### src/memory_map_with_mmio_devices_core_assert.svh
// assertion macros shared by the rtl modules
// both sample on clk and are off while rst_n is low
`ifndef MEMORY_MAP_WITH_MMIO_DEVICES_CORE_ASSERT_SVH
`define MEMORY_MAP_WITH_MMIO_DEVICES_CORE_ASSERT_SVH

// consequent checked in the same cycle as the antecedent
`define MMDEV_ASSERT(label, ante, cons, msg) \
  label: assert property (@(posedge clk) disable iff (!rst_n) (ante) |-> (cons)) \
    else $error(msg);

// consequent checked in the cycle after the antecedent
`define MMDEV_ASSERT_NEXT(label, ante, cons, msg) \
  label: assert property (@(posedge clk) disable iff (!rst_n) (ante) |=> (cons)) \
    else $error(msg);

`endif

### src/mmdev_ram.sv
module mmdev_ram #(
  parameter int DEPTH = 256,
  parameter int AW    = 8,
  parameter int W     = 8
) (
  input  logic          clk,
  input  logic          we,
  input  logic [AW-1:0] waddr,
  input  logic [W-1:0]  wdata,
  input  logic          re,
  input  logic [AW-1:0] raddr,
  output logic [W-1:0]  rdata
);

  logic [W-1:0] mem [DEPTH];
  logic [W-1:0] rdata_r;

  always_ff @(posedge clk) begin
    if (we) begin
      mem[waddr] <= wdata;
    end
  end

  // read data holds until the next read
  always_ff @(posedge clk) begin
    if (re) begin
      rdata_r <= mem[raddr];
    end
  end

  assign rdata = rdata_r;

endmodule

### config.mk
export PLATFORM = sky130hd
export DESIGN_NAME = mmdev_ram
export DESIGN_NICKNAME = d
export VERILOG_FILES = /design/src/memory_map_with_mmio_devices_core_assert.svh /design/src/mmdev_ram.sv
export SDC_FILE = /design/constraint.sdc
export NUM_CORES = 2
export LEC_CHECK = 0
export BUFFER_PORTS_ARGS = -buffer_cell sky130_fd_sc_hd__buf_2
export CAP_MARGIN = 20
export CORE_AREA = 4 4 544 277
export CTS_CLUSTER_DIAMETER = 150
export CTS_CLUSTER_SIZE = 10
export DETAILED_ROUTE_END_ITERATION = 6
export DIE_AREA = 0 0 548 281
export MAX_ROUTING_LAYER = met4
export PLACE_DENSITY = 0.7
export SLEW_MARGIN = 40
export SYNTH_ARGS = -nofsm -noshare
export SYNTH_HDL_FRONTEND = slang
export SYNTH_SLANG_ARGS = --single-unit
### constraint.sdc
create_clock -name clk -period 4.7 [get_ports clk]
set_clock_uncertainty 0.1 [all_clocks]
set_input_delay 0.47 -clock clk [delete_from_list [all_inputs] [get_ports clk]]
set_output_delay 0.47 -clock clk [all_outputs]
set_load 0.1 [all_outputs]
==> impl_metrics.env <==
export IMPL_crit_type="in2reg"
export IMPL_wl_met1_mm=77.5
export IMPL_synth_edff_count=2056
export IMPL_cts_sinks=2056
export IMPL_tightest_slew_ns=0.888
export IMPL_seq_area_frac_synth=0.775
export IMPL_grt_usage=0.267
export IMPL_avgSynthCellArea_um2=21.3
export IMPL_met2WireLength_mm=89.4
export IMPL_crit_fanout=41
export IMPL_synth_nets=3760
export IMPL_grt_antenna_before_repair=6
export IMPL_hold_class="in2reg"
export IMPL_syn_inst=3733
export IMPL_place_gp_congestion=0.884
export IMPL_grt_pass1_wl_mm=287
export IMPL_worst_slack_ns=1.46
export IMPL_grt_ovfl_total=0
export IMPL_rows=99
export IMPL_met3_length_mm=24.0
export IMPL_top_layer="met4"
export IMPL_slew_violations=0
export IMPL_whs_ns=0.0994
export IMPL_synthFlopType="edfxtp_1"
export IMPL_grt_start_max_net_pins=127
export IMPL_vias_per_cell=6.73
export IMPL_hold_violations=0
export IMPL_wl_mm=196
export IMPL_clock_latency_ns=0.85
export IMPL_p_sw_frac=0.213
export IMPL_core_area_um2=145000
export IMPL_drv_cap=0
export IMPL_ios=35
export IMPL_post_route_period_util=0.690
export IMPL_dr_pass1_iters=6
export IMPL_comb_power_share=0.052
export IMPL_finalNetCount=3951
export IMPL_setup_viol=0
export IMPL_rsz0062_at_grt="false"
export IMPL_final_util=0.611
export IMPL_yosys_warnings=0
export IMPL_p_leak_nw=27.3
export IMPL_final_cell_mix="edfxtp_1 (2056), mux4_2 (454), clkbuf_16 (225), nor2_1 (202)"
export IMPL_power_net_switching_mw=7.95
export IMPL_cts_tree="built"
export IMPL_arrival_ns=3.69
export IMPL_syn_area_um2=79600
export IMPL_wl_per_cell_um=33.2
export IMPL_power_internal_mw=29.3
export IMPL_synth_seq_cells=2056
export IMPL_fin_crit_ns=3.24
export IMPL_ys_types=54
export IMPL_first_global_vias=39600
export IMPL_power_density_nw_per_um2=420
export IMPL_io_buffers=34
export IMPL_ant_nets=0
export IMPL_dieWidth_um=548
export IMPL_end_kind="register"
export IMPL_clockPowerShare=0.405
export IMPL_seq_power_share=0.543
export IMPL_post_place_ws_ns=0.583
export IMPL_tns_ns=0
export IMPL_num_fill_cells=9653
export IMPL_final_common_cell="edfxtp_1"
export IMPL_relSlewSlack=0.404
export IMPL_cts_resized=0
export IMPL_root_buffer="clkbuf_16"
export IMPL_drc=0
export IMPL_clk_pin_slew_ns=0.05
export IMPL_drtIter0Drc=5997
export IMPL_layout_drive_gt1_share=0.256
export IMPL_peakVddDrop_v=0.000328
export IMPL_cts_htree_levels=4
export IMPL_areaGrowthSynthToFinish_pct=11.5
export IMPL_dp_hpwl_mm=120
export IMPL_start_util=0.548
export IMPL_die_height_um=281
export IMPL_status="finished, final reports clean"
export IMPL_die_area_um2=154000
export IMPL_cts_buffers=223
export IMPL_cts_buffer_depth=3
export IMPL_critPathLaunchType="primary input"
export IMPL_async_flop_share=0
export IMPL_vias=39800
export IMPL_worstPathRequired_ns=5.15
export IMPL_clock_fmax_mhz=309
-- logic make-up (layout without fill, tap and decap cells) --
logic type             after synthesis  count (layout)  share of synthesized area
DFF                               2056            2056                      0.775
muxes                              591             591                      0.146
and+or+nand+nor                    466             466                     0.0263
AOI/OAI and AO/OA                  385             385                     0.0342
buffers and inverters              235             440                     0.0183
other                                0               6                          0
-- power by group through the flow --
stage	clock network [mW]	logic [mW]	registers, mW
6_report	15.1	1.94	20.3
2_1_floorplan	0	0.982	20.7
3_3_place_gp	0	1.85	20.6
3_5_place_dp	0	1.90	20.6
5_1_grt	16.1	2.02	20.3
4_1_cts	15.2	1.91	20.3
-- final cells by class --
class | count | area, µm² | share of cell area
Multi-Input combinational cell | 1442 | 16800 | 0.189
Antenna cell | 6 | 15.0 | 0.000169
Clock inverter | 14 | 288 | 0.00324
Clock buffer | 225 | 5630 | 0.0634
Sequential cell | 2056 | 61700 | 0.695
Inverter | 2 | 7.51 | 0.0000845
Timing Repair Buffer | 199 | 1890 | 0.0212
Tap cell | 1969 | 2460 | 0.0277
-- state kept, by name, indices dropped and copies added (netlist names) --
signal,count
mem,2048
rdata,8
-- critical path, stage by stage --
cell and delay (ns):
buf_8 0.43, buf_12 0.39, buf_4 0.37, mux4_2 0.57, o22a_1 0.22, o21ai_0 0.17, a2111oi_2 0.14, nor3_1 0.66
nor4_1 0.12
-- synthesized netlist by cell type (all sizes together), types with 10 or more instances --
master | count | area share
nor4 | 27 | 0.0024
o22ai | 28 | 0.0022
o221ai | 47 | 0.0052
clkbuf | 111 | 0.0052
nand4 | 10 | 0.00079
nand2 | 33 | 0.0016
a22oi | 133 | 0.013
buf | 122 | 0.013
mux2i | 134 | 0.017
nand3 | 34 | 0.0021
a211oi | 16 | 0.0015
a21oi | 96 | 0.0060
edfxtp | 2056 | 0.78
a221oi | 14 | 0.0016
o211ai | 10 | 0.00094
nor2 | 282 | 0.013
nor3 | 22 | 0.0014
nor2b | 31 | 0.0024
o21ai | 12 | 0.00075
mux4 | 456 | 0.13
-- repair_timing --
action / in CTS / in global routing
hold buffers: 2 / 3
buffers inserted: 0 / 0
endpoints found under the hold margin: 38 / 84
endpoints found under the setup margin: 0 / 0
-- path summary, 6_finish.rpt --
kind | startpoint | endpoint | slack, ns | cells past startpoint
setup / recovery | raddr[0] | rdata[7] | 1.46 | 9
hold / removal | wdata[7] | mem[3][7] | 0.1 | 1
setup reg to reg | mem[211][3] | rdata[3] | 1.70 | 6
hold reg to reg | mem[45][6] | rdata[6] | 1.05 | 5
-- per-layer routing --
| layer | vias to the layer above | global-route usage |
|---|---|---|
| li1 | 16000 | - |
| met1 | 21000 | 0.383 |
| met2 | 2462 | 0.382 |
| met3 | 337 | 0.0689 |
| met4 | 0 | 0.0806 |
| met5 | - | - |
-- stage by stage --
step	area, µm²	power, mW	instances
final	88800	37.3	5913
after global routing	88800	38.3	5912
after CTS	88500	37.4	5901
after detailed placement	82600	22.5	5660
after global placement	82400	22.5	5656
after floorplan	79600	21.7	3733
Note: power is estimated with default switching activity, not from simulation.
