[src/memory_map_with_mmio_devices_core_assert.svh]
// assertion macros shared by the rtl modules
// both sample on clk and are off while rst_n is low
`ifndef MEMORY_MAP_WITH_MMIO_DEVICES_CORE_ASSERT_SVH
`define MEMORY_MAP_WITH_MMIO_DEVICES_CORE_ASSERT_SVH

// consequent checked in the same cycle as the antecedent
`define MMDEV_ASSERT(label, ante, cons, msg) \
  label: assert property (@(posedge clk) disable iff (!rst_n) (ante) |-> (cons)) \
    else $error(msg);

// consequent checked in the cycle after the antecedent
`define MMDEV_ASSERT_NEXT(label, ante, cons, msg) \
  label: assert property (@(posedge clk) disable iff (!rst_n) (ante) |=> (cons)) \
    else $error(msg);

`endif

[src/mmdev_pkg.sv]
package mmdev_pkg;

  // default region bases and receive fifo depth
  localparam int LOW_ROM_START_DEF  = 32768;
  localparam int PROGRAM_START_DEF  = 49152;
  localparam int MMIO_START_DEF     = 65024;
  localparam int HIGH_ROM_START_DEF = 65280;
  localparam int RX_DEPTH_DEF       = 16;

  localparam int SPACE         = 65536;
  localparam int SCRATCH_DEPTH = 256;

  // configuration port
  localparam int CFG_IDX_W  = 1;
  localparam int CFG_DATA_W = 16;
  localparam logic [CFG_IDX_W-1:0] CFG_UNLOCK_KEY  = 1'b0;
  localparam logic [CFG_IDX_W-1:0] CFG_WRITE_LIMIT = 1'b1;
  localparam logic [7:0]  UNLOCK_KEY_RST  = 8'd165;
  localparam logic [15:0] WRITE_LIMIT_RST = 16'd256;

  // mmio page offsets
  localparam logic [7:0] OFF_UART_DATA = 8'h00;
  localparam logic [7:0] OFF_UART_STAT = 8'h01;
  localparam logic [7:0] OFF_GPIO_VAL  = 8'h10;
  localparam logic [7:0] OFF_GPIO_DIR  = 8'h11;
  localparam logic [7:0] OFF_TIMER_LO  = 8'h20;
  localparam logic [7:0] OFF_TIMER_HI  = 8'h21;
  localparam logic [7:0] OFF_UNLOCK    = 8'hFE;

  localparam logic [7:0] UART_STAT_TX_READY = 8'h02;

  typedef enum logic [2:0] {
    ACT_READ   = 3'd0,
    ACT_WRITE  = 3'd1,
    ACT_TICK   = 3'd2,
    ACT_INJECT = 3'd3,
    ACT_LOAD   = 3'd4
  } act_t;

  // where the read byte of a transaction comes from
  typedef enum logic [2:0] {
    SRC_ZERO,
    SRC_RAM,
    SRC_LROM,
    SRC_PROG,
    SRC_HROM,
    SRC_PAGE
  } src_t;

  typedef enum logic [1:0] {
    PSRC_ZERO,
    PSRC_FIFO,
    PSRC_SCRATCH,
    PSRC_REG
  } psrc_t;

  typedef struct packed {
    logic       en;
    logic [7:0] addr;
  } clr_t;

  typedef struct packed {
    logic        rd;
    logic        wr;
    logic        tick;
    logic        inject;
    logic        prog_try;
    logic [7:0]  off;
    logic [7:0]  data;
    logic [15:0] cycles;
  } page_req_t;

  typedef struct packed {
    logic       tx_valid;
    logic [7:0] tx_byte;
    logic       rx_overflow;
    logic       prog_grant;
  } page_rsp_t;

  function automatic int aw_of(input int depth);
    return (depth > 1) ? $clog2(depth) : 1;
  endfunction

  function automatic int span(input int lo, input int hi);
    return (hi > lo) ? (hi - lo) : 1;
  endfunction

  function automatic int max2(input int a, input int b);
    return (a > b) ? a : b;
  endfunction

endpackage

[src/mmdev_ram.sv]
module mmdev_ram #(
  parameter int DEPTH = 256,
  parameter int AW    = 8,
  parameter int W     = 8
) (
  input  logic          clk,
  input  logic          we,
  input  logic [AW-1:0] waddr,
  input  logic [W-1:0]  wdata,
  input  logic          re,
  input  logic [AW-1:0] raddr,
  output logic [W-1:0]  rdata
);

  logic [W-1:0] mem [DEPTH];
  logic [W-1:0] rdata_r;

  always_ff @(posedge clk) begin
    if (we) begin
      mem[waddr] <= wdata;
    end
  end

  // read data holds until the next read
  always_ff @(posedge clk) begin
    if (re) begin
      rdata_r <= mem[raddr];
    end
  end

  assign rdata = rdata_r;

endmodule

[src/mmdev_page.sv]
module mmdev_page #(
  parameter int RX_DEPTH = mmdev_pkg::RX_DEPTH_DEF
) (
  input  logic                             clk,
  input  logic                             rst_n,
  input  logic                             cfg_we,
  input  logic [mmdev_pkg::CFG_IDX_W-1:0]  cfg_index,
  input  logic [mmdev_pkg::CFG_DATA_W-1:0] cfg_data,
  input  mmdev_pkg::clr_t                  clr,
  input  mmdev_pkg::page_req_t             req,
  output mmdev_pkg::page_rsp_t             rsp,
  output logic [7:0]                       page_rdata
);

  localparam int HW = mmdev_pkg::aw_of(RX_DEPTH);
  localparam int CW = $clog2(RX_DEPTH + 1);

  logic [7:0]    unlock_key_r, unlock_key_nxt;
  logic [15:0]   write_limit_r, write_limit_nxt;
  logic [7:0]    gpio_val_r, gpio_val_nxt;
  logic [7:0]    gpio_dir_r, gpio_dir_nxt;
  logic [15:0]   timer_r, timer_nxt;
  logic          unlocked_r, unlocked_nxt;
  logic [15:0]   writes_left_r, writes_left_nxt;
  logic [HW-1:0] rx_head_r, rx_head_nxt;
  logic [CW-1:0] rx_count_r, rx_count_nxt;
  mmdev_pkg::psrc_t rsel_r, rsel_nxt;
  logic [7:0]    rreg_r, rreg_nxt;

  logic          fifo_empty;
  logic          fifo_full;
  logic          pop;
  logic          push;
  logic [CW:0]   tail_sum;
  logic [HW-1:0] tail;
  logic          scr_wr;
  logic          scr_rd;
  logic          scr_we;
  logic [7:0]    scr_waddr;
  logic [7:0]    scr_wdata;
  logic [7:0]    scr_rdata;
  logic [7:0]    fifo_rdata;
  logic [15:0]   wl_dec;

  assign fifo_empty = (rx_count_r == '0);
  assign fifo_full  = (rx_count_r >= CW'(RX_DEPTH));
  assign pop  = req.rd && (req.off == mmdev_pkg::OFF_UART_DATA) && !fifo_empty;
  assign push = req.inject && !fifo_full;

  // head plus count stays below twice the depth
  assign tail_sum = (CW+1)'(rx_head_r) + (CW+1)'(rx_count_r);
  assign tail = (tail_sum >= (CW+1)'(RX_DEPTH)) ? HW'(tail_sum - (CW+1)'(RX_DEPTH))
                                                 : HW'(tail_sum);

  assign wl_dec = writes_left_r - 16'd1;

  always_comb begin
    unlock_key_nxt  = unlock_key_r;
    write_limit_nxt = write_limit_r;
    gpio_val_nxt    = gpio_val_r;
    gpio_dir_nxt    = gpio_dir_r;
    timer_nxt       = timer_r;
    unlocked_nxt    = unlocked_r;
    writes_left_nxt = writes_left_r;
    rx_head_nxt     = rx_head_r;
    rx_count_nxt    = rx_count_r;
    rsel_nxt        = rsel_r;
    rreg_nxt        = rreg_r;
    scr_wr          = 1'b0;
    scr_rd          = 1'b0;
    rsp             = '0;

    if (cfg_we) begin
      unique case (cfg_index)
        mmdev_pkg::CFG_UNLOCK_KEY:  unlock_key_nxt  = cfg_data[7:0];
        mmdev_pkg::CFG_WRITE_LIMIT: write_limit_nxt = cfg_data;
        default: ;
      endcase
    end

    if (req.wr) begin
      unique case (req.off)
        mmdev_pkg::OFF_UART_DATA: begin
          rsp.tx_valid = 1'b1;
          rsp.tx_byte  = req.data;
        end
        mmdev_pkg::OFF_UART_STAT: ;
        mmdev_pkg::OFF_GPIO_VAL:  gpio_val_nxt = req.data;
        mmdev_pkg::OFF_GPIO_DIR:  gpio_dir_nxt = req.data;
        mmdev_pkg::OFF_TIMER_LO:  timer_nxt = {timer_r[15:8], req.data};
        mmdev_pkg::OFF_TIMER_HI:  timer_nxt = {req.data, timer_r[7:0]};
        mmdev_pkg::OFF_UNLOCK: begin
          if (req.data == unlock_key_r) begin
            unlocked_nxt    = 1'b1;
            writes_left_nxt = write_limit_r;
          end
        end
        default: scr_wr = 1'b1;
      endcase
    end

    if (req.rd) begin
      unique case (req.off)
        mmdev_pkg::OFF_UART_DATA: rsel_nxt = fifo_empty ? mmdev_pkg::PSRC_ZERO
                                                        : mmdev_pkg::PSRC_FIFO;
        mmdev_pkg::OFF_UART_STAT: begin
          rsel_nxt = mmdev_pkg::PSRC_REG;
          rreg_nxt = mmdev_pkg::UART_STAT_TX_READY | {7'd0, !fifo_empty};
        end
        mmdev_pkg::OFF_GPIO_VAL: begin
          rsel_nxt = mmdev_pkg::PSRC_REG;
          rreg_nxt = gpio_val_r;
        end
        mmdev_pkg::OFF_GPIO_DIR: begin
          rsel_nxt = mmdev_pkg::PSRC_REG;
          rreg_nxt = gpio_dir_r;
        end
        mmdev_pkg::OFF_TIMER_LO: begin
          rsel_nxt = mmdev_pkg::PSRC_REG;
          rreg_nxt = timer_r[7:0];
        end
        mmdev_pkg::OFF_TIMER_HI: begin
          rsel_nxt = mmdev_pkg::PSRC_REG;
          rreg_nxt = timer_r[15:8];
        end
        default: begin
          rsel_nxt = mmdev_pkg::PSRC_SCRATCH;
          scr_rd   = 1'b1;
        end
      endcase
    end

    if (req.tick) begin
      timer_nxt = timer_r + req.cycles;
    end

    if (req.inject && fifo_full) begin
      rsp.rx_overflow = 1'b1;
    end

    if (push) begin
      rx_count_nxt = rx_count_r + CW'(1);
    end else if (pop) begin
      rx_count_nxt = rx_count_r - CW'(1);
      rx_head_nxt  = (rx_head_r == HW'(RX_DEPTH - 1)) ? '0 : rx_head_r + HW'(1);
    end

    // program store write budget
    if (req.prog_try && unlocked_r && (writes_left_r != '0)) begin
      rsp.prog_grant  = 1'b1;
      writes_left_nxt = wl_dec;
      if (wl_dec == '0) begin
        unlocked_nxt = 1'b0;
      end
    end
  end

  always_ff @(posedge clk) begin
    if (!rst_n) begin
      unlock_key_r  <= mmdev_pkg::UNLOCK_KEY_RST;
      write_limit_r <= mmdev_pkg::WRITE_LIMIT_RST;
      gpio_val_r    <= '0;
      gpio_dir_r    <= '0;
      timer_r       <= '0;
      unlocked_r    <= 1'b0;
      writes_left_r <= '0;
      rx_head_r     <= '0;
      rx_count_r    <= '0;
      rsel_r        <= mmdev_pkg::PSRC_ZERO;
    end else begin
      unlock_key_r  <= unlock_key_nxt;
      write_limit_r <= write_limit_nxt;
      gpio_val_r    <= gpio_val_nxt;
      gpio_dir_r    <= gpio_dir_nxt;
      timer_r       <= timer_nxt;
      unlocked_r    <= unlocked_nxt;
      writes_left_r <= writes_left_nxt;
      rx_head_r     <= rx_head_nxt;
      rx_count_r    <= rx_count_nxt;
      rsel_r        <= rsel_nxt;
    end
  end

  always_ff @(posedge clk) begin
    rreg_r <= rreg_nxt;
  end

  assign scr_we    = clr.en || scr_wr;
  assign scr_waddr = clr.en ? clr.addr : req.off;
  assign scr_wdata = clr.en ? 8'd0 : req.data;

  mmdev_ram #(
    .DEPTH (mmdev_pkg::SCRATCH_DEPTH),
    .AW    (8),
    .W     (8)
  ) u_scratch (
    .clk   (clk),
    .we    (scr_we),
    .waddr (scr_waddr),
    .wdata (scr_wdata),
    .re    (scr_rd),
    .raddr (req.off),
    .rdata (scr_rdata)
  );

  mmdev_ram #(
    .DEPTH (RX_DEPTH),
    .AW    (HW),
    .W     (8)
  ) u_rx_fifo (
    .clk   (clk),
    .we    (push),
    .waddr (tail),
    .wdata (req.data),
    .re    (pop),
    .raddr (rx_head_r),
    .rdata (fifo_rdata)
  );

  always_comb begin
    unique case (rsel_r)
      mmdev_pkg::PSRC_FIFO:    page_rdata = fifo_rdata;
      mmdev_pkg::PSRC_SCRATCH: page_rdata = scr_rdata;
      mmdev_pkg::PSRC_REG:     page_rdata = rreg_r;
      default:                 page_rdata = 8'd0;
    endcase
  end

`include "memory_map_with_mmio_devices_core_assert.svh"

  `MMDEV_ASSERT(a_rx_count_bound, 1'b1, rx_count_r <= CW'(RX_DEPTH), "rx fifo count past depth")
  `MMDEV_ASSERT_NEXT(a_grant_spends, rsp.prog_grant, writes_left_r == $past(wl_dec), "write budget not spent")
  `MMDEV_ASSERT_NEXT(a_pop_count, pop, rx_count_r == $past(rx_count_r) - CW'(1), "pop did not drop count")

endmodule
[config.mk]
export PLATFORM = sky130hd
export DESIGN_NAME = mmdev_page
export DESIGN_NICKNAME = d
export VERILOG_FILES = /design/src/mmdev_pkg.sv /design/src/mmdev_ram.sv /design/src/mmdev_page.sv
export VERILOG_INCLUDE_DIRS = /design/src /design/src/src
export SDC_FILE = /design/constraint.sdc
export NUM_CORES = 2
export LEC_CHECK = 0
export BUFFER_PORTS_ARGS = -buffer_cell sky130_fd_sc_hd__buf_2
export CORE_ASPECT_RATIO = 0.9
export CORE_UTILIZATION = 57
export DETAILED_ROUTE_END_ITERATION = 16
export GPL_TIMING_DRIVEN = 0
export PLACE_DENSITY_LB_ADDON = 0.1
export SLEW_MARGIN = 20
export SYNTH_ARGS = -nofsm -noshare
export SYNTH_HDL_FRONTEND = slang
export SYNTH_SLANG_ARGS = --single-unit
[constraint.sdc]
create_clock -name clk -period 8 [get_ports clk]
set_clock_uncertainty 0.15 [all_clocks]
set_input_delay 0.4 -clock clk [delete_from_list [all_inputs] [get_ports clk]]
set_output_delay 0.4 -clock clk [all_outputs]
set_load 0.03 [all_outputs]
==> impl_metrics.csv <==
group,metric,value,unit
synthesis,yosysTopAreaCell,"edfxtp_1",
synthesis,synthesis.area,90100,sq um
synthesis,synth-edff-count,2200,
die,start_util,57.4,%
sta,finalHoldViolCount,0,
clocking,clock_latency,0.93,ns
die,die_height,379,microns
critical_path,reg2reg_from,"timer_r[0]",
min_path,hold_start,"req[9]",
critical_path,worstRegToRegCells,11,
pwr,pwr-share-seq,52.7,%
cells_and_area,design_area,103000,sq um
critical_path,worst_setup_path_end_kind,"flip-flop",
synthesis,synthSimpleGateAreaFrac,3.25,%
route,vias,49100,
critical_path,critPathTopFamily,"buffers and inverters",
placement,portBuffers,80,
sta,rsz0062_at_grt,"false",
critical_path,worst-setup-path-type,"in2reg",
sta,hold_ws,0.0398,ns
cells_and_area,nNetsFinal,4836,
min_path,hold-path-endpoint,"timer_r[10]",
synthesis,synth_ff_type,"edfxtp_1",
synthesis,synthTopCellsByArea,"edfxtp_1 (73%), mux4_2 (17%), dfxtp_1 (1.9%), nor2_1 (1.4%), nand2_1 (0.75%)",
critical_path,crit_slowest_cell,"buf_2",
synthesis,ys_seq_elements,2284,
min_path,holdPathStages,6,
pwr,comb_power_share,7.0,%
pwr,power_frac_clock,40.4,%
placement,dp_hpwl,188,mm
synthesis,synthAdderAreaFrac,0.400,%
synthesis,post_synth_inst_count,4305,
route,post_drt_wl_per_cell,39.9,microns
synthesis,async_reset_ff_share,0,%
critical_path,max_stage_delay,0.85,ns
sta,maxSlewHeadroom,15.0,%
clocking,cts.sinks,2284,
synthesis,avgSynthCellArea,20.9,sq um
clocking,cts_made_buffers,215,
sta,finalCritPeriodShare,68.1,%
clocking,clockRootBuffer,"clkbuf_16",
pwr,power.density,245,nW/um^2
pwr,irDropWorstVdd,0.216,mV
die,io_pins,85,
sta,drv_slew,0,
pwr,p_int,0.0194,W
global_route,grt_max_degree,43,
route,routed_via_density,6.97,
global_route,grt_pass1_wl,380,mm
die,die_w,421,microns
clocking,h-tree-depth,4,
synthesis,syn-num-nets,4398,
route,ant_nets,0,
die,core_area,157000,sq um
sta,final.min_clock_period,5.45,ns
cells_and_area,area_growth,13.9,%
clocking,clk_pin_slew,0.06,ns
critical_path,cp-start-kind,"primary input",
route,drc,0,
pwr,total_power,0.0251,W
critical_path,regToRegSetupSlack,4.38,ns
cells_and_area,drive_gt1_share,27.0,%
synthesis,synthDominantCellAreaShare,73.3,%
pwr,p_sw_share,23.0,%
global_route,antenna_found_initial,12,
critical_path,required,8.37,ns
job,max_cap_viol_count,0,
clocking,post_cts_buffers,0,
global_route,grt_pass1_vias,46200,
critical_path,path_max_fanout,11,
synthesis,synth_xor_area_share,0.311,%
route,wirelength,281,mm
critical_path,rr_endpoint,"timer_r[14]",
placement,gp_congestion,0.994,
die,num_rows,138,
route,drt_iter0_markers,8424,
synthesis,ys_types,70,
global_route,grt-ovfl-total,0,
sta,clock.fmax,183,MHz
sta,tightest_slew,1.27,ns
min_path,min_path_type,"in2reg",
critical_path,cp_num_buf_inv,4,
clocking,clockBufferDepth,3,
route,drtPass1Iterations,8,
synthesis,synth_warnings,0,
placement,postPlaceCellArea,95000,sq um
sta,setup_viol,0,
clocking,cts_tree,"yes",
synthesis,synth_top_family_by_area,"multiplexers",
pwr,p_leak,29.5,nW
synthesis,synthMuxAreaShare,17.0,%
synthesis,synth_compound_area_share,2.35,%
pwr,power_switching,0.00577,W
die,die_area,160000,sq um
synthesis,seq_area_frac_synth,75.2,%
outcome,outcome,"completed",
global_route,grt_usage,35.6,%
critical_path,path_cells,"buf_2 > or3_1 > clkbuf_1 > nor2_1 > nand2_1 > a31oi_1 > or3_1 > clkbuf_1 > buf_2 > nor2_1",
critical_path,cp_data_arrival_time,5.82,ns
worst max path at each step:
stage            start                    end  slack (ns)  cells past startpoint
3_3_place_gp    clr[8]  u_scratch.mem[238][3]       -8.56                      4
6_report       req[26]   u_scratch.mem[68][0]        2.55                     10
3_5_place_dp   req[26]   u_scratch.mem[68][0]        2.17                     10
2_1_floorplan   clr[8]    u_scratch.mem[0][0]       -0.62                      3
5_1_grt        req[26]   u_scratch.mem[68][1]        2.96                     10
4_1_cts        req[26]   u_scratch.mem[68][6]        3.07                     10
power by group through the flow:
stage	Sequential (W)	Clock [W]	Combinational, W
floorplan	0.0135	0	0.000854
global placement	0.0136	0	0.00153
detailed placement	0.0135	0	0.00165
CTS	0.0132	0.0102	0.00169
global route	0.0132	0.0106	0.00178
finish	0.0132	0.0102	0.00175
worst min-delay path, delay by kind of cell:
family | cells | cell delay, ns
adder cells (fa/ha/maj) | 1 | 0.18
AO/OA/AOI/OAI | 3 | 0.22
buffers and inverters | 1 | 0.08
XOR/XNOR | 1 | 0.13
cell families after synthesis:
kind of cell,Yosys count
muxes,699
DFF,2284
and+or+nand+nor,674
adders and majority gates,27
buffers and inverters,276
AOI/OAI and AO/OA,313
xor gates and xnor gates,32
repair_timing:
action | in CTS | in global routing
resized for setup | 0 | 0
hold buffers | 65 | 0
endpoints found under the hold margin | 207 | 0
synthesized netlist by cell type, drive strengths merged, types with 19 or more instances:
cell    number
edfxtp    2200
mux4       667
nor2       329
nand2      180
buf        140
clkbuf     114
a21oi      105
dfxtp       84
nand3       37
a22oi       34
o21ai       31
a22o        27
ha          24
nor3        22
inv         21
mux2i       19
xnor2       19
cell usage in the layout, fill, tap and decap left out, types with 20 or more instances in the layout:
master / n
edfxtp_1: 2200
mux4_2: 667
nor2_1: 318
clkbuf_16: 215
buf_2: 181
nand2_1: 180
clkbuf_1: 131
a21oi_1: 105
dfxtp_1: 84
dlygate4sd3_1: 65
clkinv_1: 58
clkinv_2: 41
buf_12: 40
nand3_1: 37
a22oi_1: 34
buf_16: 34
a22o_1: 27
o21ai_0: 27
clkbuf_2: 25
ha_1: 24
nor3_1: 22
inv_1: 20
through the flow:
stage,setup TNS (ns),setup slack [ns],cells,utilization (%)
3_3_place_gp,-,-8.56,6485,59.3
5_1_grt,0,2.96,7026,65.3
4_1_cts,0,3.07,7025,65.3
2_1_floorplan,-1272.89,-0.622,4305,-
3_5_place_dp,0,2.17,6561,60.5
6_report,0,2.55,7035,65.3
routing by layer:
metal	up-vias	part of all wire, %	wire, microns	track usage (%)
met5	-	0.064	179	0.939
met4	10	5.0	14100	15.6
met3	680	14	39400	12.9
met2	3710	44	123000	51.0
met1	25800	37	104000	49.5
li1	18800	-	-	-
state kept, by name, indices dropped and copies added (netlist names):
signal           flops
rreg_r               8
rx_head_r            4
u_scratch.rdata      8
unlock_key_r         8
rx_count_r           5
gpio_dir_r           8
rsel_r               2
timer_r             16
writes_left_r       16
u_scratch.mem     2048
gpio_val_r           8
write_limit_r       16
unlocked_r           1
u_rx_fifo.rdata      8
u_rx_fifo.mem      128
layout make-up:
class / instances / area [sq um]
diodes: 10 / 25.0
plain buffers: 254 / 1300
clock buffers: 257 / 5540
clock inverters: 142 / 1380
fillers: 10500 / 54500
inverters: 22 / 82.6
multi-input cells: 1745 / 21200
flip-flops and latches: 2284 / 67700
well taps: 2100 / 2630
repair buffers: 221 / 2800
No activity file was read; power rests on OpenSTA's default activity.
